--- src/sv/vsid_pkg.sv ---
`default_nettype none

package vsid_pkg;

    // Field widths
    localparam int KIND_W       = 2;
    localparam int S_TDATA_W    = 64;
    localparam int M_TDATA_W    = 16;
    localparam int CHARGE_BAR_W = 7;
    localparam int CFG_ADDR_W   = 3;
    localparam int CFG_DATA_W   = 14;
    localparam int TEMP_CFG_W   = 14;
    localparam int BATT_W       = 8;
    localparam int STEP_W       = 6;

    // Temperature thresholds are kept pre-scaled to raw sensor units
    localparam int TEMP_TH_W    = 18;
    localparam int RAW_W        = 16;

    localparam int BAR_SEGMENTS_DEF = 7;
    localparam int QUEUE_DEPTH_DEF  = 2;

    // Reset register values
    localparam logic [TEMP_CFG_W-1:0] MOTOR_HOT_ON_RST   = 14'd140;
    localparam logic [TEMP_CFG_W-1:0] MOTOR_HOT_OFF_RST  = 14'd135;
    localparam logic [TEMP_CFG_W-1:0] BOARD_HOT_ON_RST   = 14'd90;
    localparam logic [TEMP_CFG_W-1:0] BOARD_HOT_OFF_RST  = 14'd85;
    localparam logic [BATT_W-1:0]     BATTERY_HOT_ON_RST  = 8'd50;
    localparam logic [BATT_W-1:0]     BATTERY_HOT_OFF_RST = 8'd45;
    localparam logic [STEP_W-1:0]     CHARGE_STEP_RST     = 6'd13;

    // Decoded temperature is floor(raw / 10) - 20
    localparam int TEMP_OFFSET = 20;
    localparam int TEMP_SCALE  = 10;

    typedef enum logic [CFG_ADDR_W-1:0] {
        CFG_MOTOR_HOT_ON    = 3'd0,
        CFG_MOTOR_HOT_OFF   = 3'd1,
        CFG_BOARD_HOT_ON    = 3'd2,
        CFG_BOARD_HOT_OFF   = 3'd3,
        CFG_BATTERY_HOT_ON  = 3'd4,
        CFG_BATTERY_HOT_OFF = 3'd5,
        CFG_CHARGE_STEP     = 3'd6
    } cfg_idx_t;

    typedef enum logic [KIND_W-1:0] {
        KIND_TEMPS     = 2'd0,
        KIND_CHARGE    = 2'd1,
        KIND_BATTERY   = 2'd2,
        KIND_PRECHARGE = 2'd3
    } frame_kind_t;

    // Light update command, front to back
    typedef struct packed {
        logic                    motor_set;
        logic                    motor_clr;
        logic                    board_set;
        logic                    board_clr;
        logic                    batt_set;
        logic                    batt_clr;
        logic                    bar_wr;
        logic [CHARGE_BAR_W-1:0] bar;
        logic                    pre_wr;
        logic [1:0]              pre;
    } cmd_t;

    typedef struct packed {
        logic empty;
        logic full;
    } q_stat_t;

    // Displayed light state
    typedef struct packed {
        logic                    motor;
        logic                    board;
        logic                    batt;
        logic [CHARGE_BAR_W-1:0] bar;
        logic [1:0]              pre;
    } lights_t;

endpackage

`default_nettype wire

--- src/sv/vehicle_status_indicator_decoder_top.sv ---
// A frame accepted on the input is classified into the command queue; the back end pops it once
// its output register is free, applies it to the light state and raises m_axis_tvalid for its status transfer.
// Throughput: one frame per cycle while the queue is not full; its depth (2 by default) sets the slack.
// Reset: aresetn synchronous, active low; all lights dark, thresholds back to defaults,
// queue emptied. No clearing pass.
`default_nettype none

module vehicle_status_indicator_decoder_top #(
    parameter int BAR_SEGMENTS = vsid_pkg::BAR_SEGMENTS_DEF,  // 1 .. 7
    parameter int QUEUE_DEPTH  = vsid_pkg::QUEUE_DEPTH_DEF    // 2 or more
) (
    input  wire logic                            aclk,
    input  wire logic                            aresetn,

    // Register write port, index per register list
    input  wire logic                            cfg_wen,
    input  wire logic [vsid_pkg::CFG_ADDR_W-1:0] cfg_addr,
    input  wire logic [vsid_pkg::CFG_DATA_W-1:0] cfg_wdata,

    // Frame input
    input  wire logic                            s_axis_tvalid,
    output logic                                 s_axis_tready,
    // tdata, low bit up: payload_byte_0 .. payload_byte_7, 8 bits each
    input  wire logic [vsid_pkg::S_TDATA_W-1:0]  s_axis_tdata,
    // tuser: kind
    input  wire logic [vsid_pkg::KIND_W-1:0]     s_axis_tuser,

    // Light status output
    output logic                                 m_axis_tvalid,
    input  wire logic                            m_axis_tready,
    // tdata, low bit up: motor_temp_warning, board_temp_warning, battery_temp_warning,
    // charge_bar[6:0], precharge_light_zero, precharge_light_one, 4 zero pad bits
    output logic [vsid_pkg::M_TDATA_W-1:0]       m_axis_tdata
);

    vsid_pkg::cmd_t    front_cmd, back_cmd;
    vsid_pkg::q_stat_t q_stat;
    vsid_pkg::lights_t lights;
    logic              push, pop;

    // Front end: register file plus frame classifier. It only decides set/clear/write
    // per light, so its verdict never depends on the light state held in the back end.
    vsid_front #(
        .BarSegments (BAR_SEGMENTS)
    ) u_front (
        .aclk       (aclk),
        .aresetn    (aresetn),
        .cfg_wen    (cfg_wen),
        .cfg_addr   (cfg_addr),
        .cfg_wdata  (cfg_wdata),
        .in_kind    (s_axis_tuser),
        .in_payload (s_axis_tdata),
        .cmd        (front_cmd)
    );

    // Input transfer pushes straight into the queue
    assign s_axis_tready = !q_stat.full;
    assign push          = s_axis_tvalid && s_axis_tready;

    vsid_queue #(
        .Depth (QUEUE_DEPTH)
    ) u_queue (
        .aclk     (aclk),
        .aresetn  (aresetn),
        .push     (push),
        .push_cmd (front_cmd),
        .pop      (pop),
        .pop_cmd  (back_cmd),
        .stat     (q_stat)
    );

    // Back end: applies commands in order, holds lights, drives the output transfer
    vsid_back u_back (
        .aclk      (aclk),
        .aresetn   (aresetn),
        .cmd_valid (!q_stat.empty),
        .cmd       (back_cmd),
        .pop       (pop),
        .out_valid (m_axis_tvalid),
        .out_ready (m_axis_tready),
        .lights    (lights)
    );

    assign m_axis_tdata = {4'b0000, lights.pre[1], lights.pre[0], lights.bar,
                           lights.batt, lights.board, lights.motor};

`ifndef SYNTH
    // Nothing is taken from an empty queue
    a_no_pop_empty: assert property (@(posedge aclk) disable iff (!aresetn)
        q_stat.empty |-> !pop)
        else $error("command popped from empty queue");

    // Charge bar is always a thermometer code
    a_bar_thermo: assert property (@(posedge aclk) disable iff (!aresetn)
        ((m_axis_tdata[9:3] & (m_axis_tdata[9:3] + 7'd1)) == 7'd0))
        else $error("charge bar not a thermometer code");

    // The two precharge lights are never lit together
    a_pre_excl: assert property (@(posedge aclk) disable iff (!aresetn)
        !(m_axis_tdata[10] && m_axis_tdata[11]))
        else $error("both precharge lights lit");

    // Light state only moves when a command is applied
    a_state_hold: assert property (@(posedge aclk) disable iff (!aresetn)
        !pop |=> $stable(lights))
        else $error("lights changed without a command");
`endif

endmodule

`default_nettype wire

--- src/sv/vsid_front.sv ---
`default_nettype none

module vsid_front #(
    parameter int BarSegments = vsid_pkg::BAR_SEGMENTS_DEF
) (
    input  wire logic                            aclk,
    input  wire logic                            aresetn,
    input  wire logic                            cfg_wen,
    input  wire logic [vsid_pkg::CFG_ADDR_W-1:0] cfg_addr,
    input  wire logic [vsid_pkg::CFG_DATA_W-1:0] cfg_wdata,
    input  wire logic [vsid_pkg::KIND_W-1:0]     in_kind,
    input  wire logic [vsid_pkg::S_TDATA_W-1:0]  in_payload,
    output vsid_pkg::cmd_t                       cmd
);

    localparam int THW = vsid_pkg::TEMP_TH_W;

    // Set threshold: floor(raw/10) - 20 > on  <=>  raw >= (on + 21) * 10
    function automatic logic signed [THW-1:0] scale_on(
        input logic [vsid_pkg::TEMP_CFG_W-1:0] v);
        logic signed [THW-1:0] t;
        t = THW'(signed'(v)) + THW'(vsid_pkg::TEMP_OFFSET + 1);
        return (t <<< 3) + (t <<< 1);
    endfunction

    // Clear threshold: floor(raw/10) - 20 < off  <=>  raw < (off + 20) * 10
    function automatic logic signed [THW-1:0] scale_off(
        input logic [vsid_pkg::TEMP_CFG_W-1:0] v);
        logic signed [THW-1:0] t;
        t = THW'(signed'(v)) + THW'(vsid_pkg::TEMP_OFFSET);
        return (t <<< 3) + (t <<< 1);
    endfunction

    logic signed [THW-1:0]           motor_on_reg, motor_off_reg;
    logic signed [THW-1:0]           board_on_reg, board_off_reg;
    logic [vsid_pkg::BATT_W-1:0]     batt_on_reg, batt_off_reg;
    logic [vsid_pkg::STEP_W-1:0]     step_reg;

    always_ff @(posedge aclk) begin
        if (!aresetn) begin
            motor_on_reg  <= scale_on(vsid_pkg::MOTOR_HOT_ON_RST);
            motor_off_reg <= scale_off(vsid_pkg::MOTOR_HOT_OFF_RST);
            board_on_reg  <= scale_on(vsid_pkg::BOARD_HOT_ON_RST);
            board_off_reg <= scale_off(vsid_pkg::BOARD_HOT_OFF_RST);
            batt_on_reg   <= vsid_pkg::BATTERY_HOT_ON_RST;
            batt_off_reg  <= vsid_pkg::BATTERY_HOT_OFF_RST;
            step_reg      <= vsid_pkg::CHARGE_STEP_RST;
        end else if (cfg_wen) begin
            case (vsid_pkg::cfg_idx_t'(cfg_addr))
                vsid_pkg::CFG_MOTOR_HOT_ON:    motor_on_reg  <= scale_on(cfg_wdata);
                vsid_pkg::CFG_MOTOR_HOT_OFF:   motor_off_reg <= scale_off(cfg_wdata);
                vsid_pkg::CFG_BOARD_HOT_ON:    board_on_reg  <= scale_on(cfg_wdata);
                vsid_pkg::CFG_BOARD_HOT_OFF:   board_off_reg <= scale_off(cfg_wdata);
                vsid_pkg::CFG_BATTERY_HOT_ON:  batt_on_reg   <= cfg_wdata[vsid_pkg::BATT_W-1:0];
                vsid_pkg::CFG_BATTERY_HOT_OFF: batt_off_reg  <= cfg_wdata[vsid_pkg::BATT_W-1:0];
                vsid_pkg::CFG_CHARGE_STEP:     step_reg      <= cfg_wdata[vsid_pkg::STEP_W-1:0];
                default: ;
            endcase
        end
    end

    // Raw readings, zero-extended into the signed threshold domain
    logic signed [THW-1:0] raw_motor, raw_b0, raw_b1, raw_b2;
    assign raw_motor = signed'({2'b00, in_payload[15:0]});
    assign raw_b0    = signed'({2'b00, in_payload[31:16]});
    assign raw_b1    = signed'({2'b00, in_payload[47:32]});
    assign raw_b2    = signed'({2'b00, in_payload[63:48]});

    logic [7:0] soc, batt_t, pre_state;
    assign soc       = in_payload[7:0];
    assign pre_state = in_payload[15:8];
    assign batt_t    = in_payload[39:32];

    logic [vsid_pkg::CHARGE_BAR_W-1:0] bar;
    logic [8:0]                        seg_th;

    always_comb begin
        bar    = '0;
        seg_th = '0;
        for (int i = 0; i < vsid_pkg::CHARGE_BAR_W; i++) begin
            seg_th = 9'(i + 1) * {3'b000, step_reg};
            bar[i] = (i < BarSegments) && ((step_reg == '0) || ({1'b0, soc} >= seg_th));
        end
    end

    vsid_pkg::frame_kind_t kind;
    assign kind = vsid_pkg::frame_kind_t'(in_kind);

    always_comb begin
        cmd = '0;
        case (kind)
            vsid_pkg::KIND_TEMPS: begin
                cmd.motor_set = raw_motor >= motor_on_reg;
                cmd.motor_clr = raw_motor < motor_off_reg;
                cmd.board_set = (raw_b0 >= board_on_reg) || (raw_b1 >= board_on_reg)
                              || (raw_b2 >= board_on_reg);
                cmd.board_clr = (raw_b0 < board_off_reg) && (raw_b1 < board_off_reg)
                              && (raw_b2 < board_off_reg);
            end
            vsid_pkg::KIND_CHARGE: begin
                cmd.bar_wr = 1'b1;
                cmd.bar    = bar;
            end
            vsid_pkg::KIND_BATTERY: begin
                cmd.batt_set = batt_t > batt_on_reg;
                cmd.batt_clr = batt_t < batt_off_reg;
            end
            vsid_pkg::KIND_PRECHARGE: begin
                cmd.pre_wr = 1'b1;
                cmd.pre    = (pre_state == 8'd0) ? 2'b01 :
                             (pre_state == 8'd1) ? 2'b10 : 2'b00;
            end
            default: ;
        endcase
    end

endmodule

`default_nettype wire

--- src/sv/vsid_queue.sv ---
`default_nettype none

module vsid_queue #(
    parameter int Depth = vsid_pkg::QUEUE_DEPTH_DEF
) (
    input  wire logic      aclk,
    input  wire logic      aresetn,
    input  wire logic      push,
    input  wire vsid_pkg::cmd_t push_cmd,
    input  wire logic      pop,
    output vsid_pkg::cmd_t pop_cmd,
    output vsid_pkg::q_stat_t stat
);

    localparam int PTR_W = (Depth > 1) ? $clog2(Depth) : 1;
    localparam int CNT_W = $clog2(Depth + 1);

    vsid_pkg::cmd_t    entry_reg [Depth];
    logic [PTR_W-1:0]  wr_ptr_reg, rd_ptr_reg;
    logic [CNT_W-1:0]  count_reg;

    function automatic logic [PTR_W-1:0] bump(input logic [PTR_W-1:0] p);
        return (p == PTR_W'(Depth - 1)) ? '0 : p + PTR_W'(1);
    endfunction

    always_ff @(posedge aclk) begin
        if (push) begin
            entry_reg[wr_ptr_reg] <= push_cmd;
        end
    end

    always_ff @(posedge aclk) begin
        if (!aresetn) begin
            wr_ptr_reg <= '0;
            rd_ptr_reg <= '0;
            count_reg  <= '0;
        end else begin
            if (push) begin
                wr_ptr_reg <= bump(wr_ptr_reg);
            end
            if (pop) begin
                rd_ptr_reg <= bump(rd_ptr_reg);
            end
            if (push && !pop) begin
                count_reg <= count_reg + CNT_W'(1);
            end else if (pop && !push) begin
                count_reg <= count_reg - CNT_W'(1);
            end
        end
    end

    assign pop_cmd    = entry_reg[rd_ptr_reg];
    assign stat.empty = (count_reg == '0);
    assign stat.full  = (count_reg == CNT_W'(Depth));

endmodule

`default_nettype wire

--- src/sv/vsid_back.sv ---
`default_nettype none

module vsid_back (
    input  wire logic       aclk,
    input  wire logic       aresetn,
    input  wire logic       cmd_valid,
    input  wire vsid_pkg::cmd_t cmd,
    output logic            pop,
    output logic            out_valid,
    input  wire logic       out_ready,
    output vsid_pkg::lights_t lights
);

    vsid_pkg::lights_t lights_reg, lights_next;
    logic              valid_reg;

    assign pop = cmd_valid && (!valid_reg || out_ready);

    // Set wins over clear; a band reading keeps the light
    always_comb begin
        lights_next = lights_reg;
        if (cmd.motor_set) begin
            lights_next.motor = 1'b1;
        end else if (cmd.motor_clr) begin
            lights_next.motor = 1'b0;
        end
        if (cmd.board_set) begin
            lights_next.board = 1'b1;
        end else if (cmd.board_clr) begin
            lights_next.board = 1'b0;
        end
        if (cmd.batt_set) begin
            lights_next.batt = 1'b1;
        end else if (cmd.batt_clr) begin
            lights_next.batt = 1'b0;
        end
        if (cmd.bar_wr) begin
            lights_next.bar = cmd.bar;
        end
        if (cmd.pre_wr) begin
            lights_next.pre = cmd.pre;
        end
    end

    // Light state doubles as the result register: it only moves on a pop
    always_ff @(posedge aclk) begin
        if (!aresetn) begin
            lights_reg <= '0;
            valid_reg  <= 1'b0;
        end else if (pop) begin
            lights_reg <= lights_next;
            valid_reg  <= 1'b1;
        end else if (out_ready) begin
            valid_reg  <= 1'b0;
        end
    end

    assign out_valid = valid_reg;
    assign lights    = lights_reg;

endmodule

`default_nettype wire
--- config.mk ---
export PLATFORM = sky130hd
export DESIGN_NAME = vehicle_status_indicator_decoder_top
export DESIGN_NICKNAME = d
export VERILOG_FILES = /design/src/sv/vsid_pkg.sv /design/src/sv/vehicle_status_indicator_decoder_top.sv /design/src/sv/vsid_front.sv /design/src/sv/vsid_queue.sv /design/src/sv/vsid_back.sv
export SDC_FILE = /design/constraint.sdc
export NUM_CORES = 1
export LEC_CHECK = 0
export BUFFER_PORTS_ARGS = -buffer_cell sky130_fd_sc_hd__buf_2
export CORE_MARGIN = 3
export CORE_UTILIZATION = 30
export CTS_CLUSTER_SIZE = 30
export DETAILED_ROUTE_END_ITERATION = 6
export HOLD_SLACK_MARGIN = 0.15
export SYNTH_ARGS = -nofsm -noshare
export SYNTH_HDL_FRONTEND = slang
export SYNTH_SLANG_ARGS = --single-unit
export TNS_END_PERCENT = 1
--- constraint.sdc ---
create_clock -name aclk -period 4.15 [get_ports aclk]
set_clock_uncertainty 0.1 [all_clocks]
set_input_delay 0.83 -clock aclk [delete_from_list [all_inputs] [get_ports aclk]]
set_output_delay 0.83 -clock aclk [all_outputs]
set_load 0.05 [all_outputs]
* Word level (Yosys, flattened, before mapping) *
Memories as Yosys holds them, arrays and structs flattened. A register that Yosys moved wholly into a read port is not among the register bits.
Cells that the tools add are included.

operators by class
  eq/ne operators = 11
  reductions and logical operators = 43
  mux-type cells = 22
  order comparisons = 17
  multiply operators = 4
  add/sub/neg operators = 8

operator list
  cell                   count
  $ge 17x18->1           4
  $lt 17x18->1           4
  $add 18x18->18         2
  $add 14x6->15 const B  2
  $ge 8x9->1             3
  $reduce_and 2->1       12
  $mul 3x6->9 const A    2
  $ge 8x8->1             2
  $mul 2x6->8 const A    2
  $mux 1                 14
  $logic_or 1x1->1       10
  $mux 2                 5
  $reduce_bool 2->1      5
  $eq 3x3->1 const B     3
  $eq 8x1->1 const B     1
  $ge 8x6->1             1
  $ge 8x7->1             1
  $gt 8x8->1             1
  $logic_not 8->1        1
  $lt 8x8->1             1
  $mux 8                 1
  $eq 2x2->1 const B     3
  $eq 3x2->1 const B     2
  $logic_and 1x1->1      6
  other kinds (11)       17

storage, ports and cells
  register bits after elaboration = 111
  memories kept = 1
  RAM bits = 34

memories
  name               words  width  rd ports  clocked after memory_dff  wr ports  line              text
  u_queue.entry_reg  2      17     1         1                         1         vsid_queue.sv:18  vsid_pkg::cmd_t entry_reg [Depth];

* Logic depth before layout (Yosys ltp) *
  depth in word-level cells = 7
  depth in mapped cells = 13
  mapped depth without buffers = 13

* Cells and area by module *
From an unflattened synthesis, not the netlist that was laid out.

second synthesis, totals
  cell total of the unflattened synthesis = 1329
  area total of the unflattened synthesis = 11669.9 um^2

by module, submodules not included
  module                                cells an instance  area an instance (um^2)  times used
  vsid_front                            1183               9624.2                   1
  vsid_queue                            75                 1443.9                   1
  vsid_back                             63                 554.3                    1
  vehicle_status_indicator_decoder_top  8                  47.5                     1

* Least setup slack after synthesis *
OpenSTA, ideal clock, no wires.

  path kind = in2reg
  start = input port cfg_wdata[1] (netlist bit)
  end = register u_front.motor_on_reg[17]
  arrival time = 3217 ps
  library setup time = 137 ps
  data required time = 3913 ps
  setup slack = 695 ps
  stages on the path = 12
  cells stage by stage = a21oi_1 -> nor2b_1 -> o211ai_1 -> nor2_1 -> xor2_1 -> ha_1 -> a21o_1 -> a21oi_2 -> o21bai_1 -> or4b_1 -> a31oi_1 -> a211oi_1

between the ends
  longest elaborated chain between the ends = 2

RTL lines
  item                    line                                        text
  start: declaration      vehicle_status_indicator_decoder_top.sv:18  input wire logic [vsid_pkg::CFG_DATA_W-1:0] cfg_wdata,
  $add 14x6->15           vsid_front.sv:22                            t = THW'(signed'(v)) + THW'(vsid_pkg::TEMP_OFFSET + 1);
  $add 18x18->18          vsid_front.sv:23                            return (t <<< 3) + (t <<< 1);
  end signal: assignment  vsid_front.sv:41                            motor_on_reg <= scale_on(vsid_pkg::MOTOR_HOT_ON_RST);
  end signal: assignment  vsid_front.sv:50                            vsid_pkg::CFG_MOTOR_HOT_ON: motor_on_reg <= scale_on(cfg_wdata);
  end: declaration        vsid_front.sv:34                            logic signed [THW-1:0] motor_on_reg, motor_off_reg;

No other way between the ends.
A chain may end at the register's enable or synchronous reset.

* Worst setup path after layout *
  start = input port cfg_wdata[1] (netlist bit)
  end = register u_front.board_on_reg[17]

between the ends
  longest elaborated chain between the ends = 2

RTL lines
  item                    line              text
  $add 14x6->15           vsid_front.sv:22
  $add 18x18->18          vsid_front.sv:23
  end signal: assignment  vsid_front.sv:43  board_on_reg <= scale_on(vsid_pkg::BOARD_HOT_ON_RST);
  end signal: assignment  vsid_front.sv:52  vsid_pkg::CFG_BOARD_HOT_ON: board_on_reg <= scale_on(cfg_wdata);
  end: declaration        vsid_front.sv:35  logic signed [THW-1:0] board_on_reg, board_off_reg;

No other way between the ends.

==> flow_summary_export.csv <==
group,metric,value,unit
clock_network,ctsResizeCount,0,
run_status,status,"finished clean",
yosys,ys_seq_elements,142,
detailed_routing,routedWlPerCell,17.4,um
place,postPlaceCellArea,12600,um2
sta,tns,0,ns
grt,use_met2,27.2,%
sta,fmax,285,MHz
critical_path,cpMaxStageDelayCell,"or4b_1",
critical_path,r2r_end,"u_queue.entry_reg[1][9]",
critical_path,critical_path_required,4.33,ns
critical_path,crit_cells,13,
critical_path,rr_worst_depth,10,
finish,final_layout_size_suffix_gt1_share,11.1,%
place,place.gp.congestion,0.899,
yosys,ys_types,68,
grt,grt_use_met1,22.5,%
critical_path,path_buf_inv,2,
sta,maxSlewViolCount,0,
grt,top_usage_layer,"met2",
sta,tightest_slew,0.883,ns
critical_path,max_stage_delay,0.51,ns
clock_network,clk_path_buf_depth,2,
yosys,synth_warnings,0,
clock_network,cts_buffers,17,
critical_path,crit_family,"compound AO/OA/AOI/OAI gates",
critical_path,startpoint_type,"input pin",
finish,final_common_cell,"ha_1",
clock_network,clock_latency,0.43,ns
place,placed_cells,1913,
critical_path,arrival,3.70,ns
floorplan,fp-row-count,71,
grt,overflow,0,
pwr,ir_worst_vdd,0.319,mV
grt,grt_pass1_vias,9568,
detailed_routing,drt_iter0_drc,482,
finish,layout_common_cells,"229 x ha_1, 124 x nand2_1, 113 x a21oi_1, 108 x inv_1, 108 x dfxtp_1",
critical_path,path_class,"in -> reg",
sta,relSlewSlack,41.0,%
detailed_routing,drt_wl_total,33900,um
grt,antenna_found_initial,0,
sta,setup_violations,0,
finish,final_cells,1945,
yosys,synthCells,1326,
clock_network,holdBufCountCts,0,
grt,grt_use_met3,2.96,%
yosys,syn_area_per_cell,8.71,um2
sta,grt_setup_unrepaired,"false",
pwr,p_leak,5.74,nW
critical_path,crit_start,"cfg_wdata[1]",
sta,period_share,84.7,%
place,io_buffers,101,
yosys,synthArstFlopShare,0,%
finish,syn2layout_area_growth,14.5,%
grt,grt_max_degree,60,
finish,layout.nets,1748,
place,dp_hpwl,27700,um
worst_hold_path,holdCritPathClass,"reg -> reg",
clock_network,cts_tree,"yes",
sta,period_minus_slack,3.51,ns
detailed_routing,detailedRoute.firstPassIterationCount,5,
grt,track_usage,16.5,%
finish,final_area,13200,um2
detailed_routing,postRouteAntennaNets,0,
clock_network,root_buffer,"clkbuf_16",
critical_path,end_kind,"register",
floorplan,fp.dieW,202,um
floorplan,io_pins,106,
floorplan,start_util,30.5,%
floorplan,dieArea,40900,um2
floorplan,core_area,37800,um2
finish,antenna_cells,0,
finish,largest_reg_flops,34,
clock_network,cts_max_level,4,
clock_network,post-cts-setup-buffers,0,
grt,grt_pass1_wl,53200,um
detailed_routing,drc_errors,0,
clock_network,path_clk_slew,0.06,ns
detailed_routing,vias_per_cell,5.11,
critical_path,reg2reg_slack,0.93,ns
detailed_routing,vias,9933,
sta,hold_viol_final,0,
pwr,powerDensity,359,nW/um2
yosys,yosysSeqAreaShare,27.6,%
pwr,power,4.74,mW
yosys,synth_ff_type,"dfxtp_1",
critical_path,crit_fanout,9,
floorplan,die_h,202,um
critical_path,cp_cell_sequence,"buf_2, a21oi_1, nor2b_1, o211ai_1, buf_4, xnor2_1, ha_1, a21o_1, a21oi_2, o21bai_1, or4b_1, a31oi_1, a211oi_1",
yosys,synth_edf_count,34,
yosys,syn_area,11600,um2
flow_run,cap_violations,0,
critical_path,cp-endpoint,"u_front.board_on_reg[17]",
clock_network,cts.sinks,142,
critical_path,regToRegStartpoint,"u_front.step_reg[1]",
## how the worst min path moves through the flow
stage	slack, ns	cells past startpoint	end	start
2_1_floorplan	0.34	2	u_front.batt_off_reg[1]	u_front.batt_off_reg[1]
3_3_place_gp	0.35	2	u_front.board_on_reg[7]	u_front.board_on_reg[7]
3_5_place_dp	0.35	2	u_front.board_on_reg[7]	u_front.board_on_reg[7]
4_1_cts	0.36	2	u_front.board_on_reg[7]	u_front.board_on_reg[7]
5_1_grt	0.37	2	u_front.motor_on_reg[8]	u_front.motor_on_reg[8]
6_report	0.35	2	u_front.board_on_reg[7]	u_front.board_on_reg[7]
## kinds of logic (layout without fill, tap and decap cells)
logic type,count (synthesis),in the layout,share of synthesized area (%)
other,1,4,0.0325
xor gates and xnor gates,54,54,4.09
adders and majority gates,239,239,26.5
and+or+nand+nor,357,357,14.8
AOI/OAI and AO/OA,356,356,19.7
muxes,25,25,2.19
buffers and inverters,152,257,5.10
DFF,142,142,27.6
## routing by layer
metal  vias to the layer above  share of wire (%)
li1                       5020                  -
met1                      4644                 48
met2                       232                 46
met3                        37                4.1
met4                         0                1.7
met5                         -                  0
## worst register-to-register path, stage by stage, from the launching register on
cell,delay (ns)
dfxtp_1,0.55
fa_1,0.49
ha_1,0.23
fa_1,0.40
a21o_1,0.19
a21oi_1,0.22
xnor2_1,0.15
ha_1,0.25
o21a_1,0.16
o31ai_1,0.07
a21oi_1,0.14
## metrics by stage
| step | util [%] | setup slack (ns) | hold slack, ns |
|---|---|---|---|
| final | 34.9 | 0.637 | 0.354 |
| after floorplan | - | 0.695 | 0.336 |
| after global routing | 34.9 | 0.413 | 0.375 |
| after global placement | 33.4 | 0.281 | 0.346 |
| after CTS | 34.9 | 0.652 | 0.358 |
| after detailed placement | 33.4 | 0.249 | 0.349 |
## synth_stat cells, types with 3 or more instances
master	instances	area share (%)
dfxtp_1	108	19
inv_1	108	3.5
ha_1	229	25
xnor2_1	30	2.3
nor4_1	6	0.32
nor2_1	76	2.5
nor3_1	13	0.56
a41oi_1	5	0.38
a21oi_1	113	4.9
fa_1	10	1.7
xor2_1	24	1.8
o311ai_0	6	0.45
nand2_1	124	4.0
nand4b_1	3	0.23
o211ai_1	36	2.3
or2_2	6	0.32
edfxtp_1	34	8.8
buf_1	4	0.13
and3_1	10	0.54
buf_4	4	0.26
o21ai_0	64	2.8
or3_1	3	0.16
buf_2	3	0.13
nand2b_1	17	0.92
a31oi_1	8	0.43
o21ai_1	3	0.13
a21o_1	30	1.9
o221ai_1	5	0.38
nand4_1	18	0.97
a22o_1	3	0.23
and4_1	3	0.23
a21boi_0	6	0.39
nor2b_1	14	0.76
nand3_1	45	1.9
o31ai_1	9	0.58
o2111ai_1	5	0.38
a211o_1	3	0.23
o21bai_1	6	0.39
nand3b_1	3	0.19
clkbuf_1	31	1.0
mux2i_1	23	2.0
a211oi_1	29	1.9
o21a_1	9	0.58
and2_1	6	0.32
## cell type report
cell class / count / area (um2)
clock buffer: 24 / 504
clock inverter: 8 / 77.6
fill: 3949 / 24600
inverter: 110 / 413
multi-input combinational: 1035 / 7790
sequential: 142 / 3180
tap: 511 / 639
timing repair buffer: 115 / 611
## where the power goes
group          total, mW  internal (mW)  switching, mW
registers           1.64           1.57         0.0686
clock network       1.51          0.912          0.602
logic               1.59          0.563           1.02
total               4.74           3.05           1.69
(Power assumes the default switching activity.)
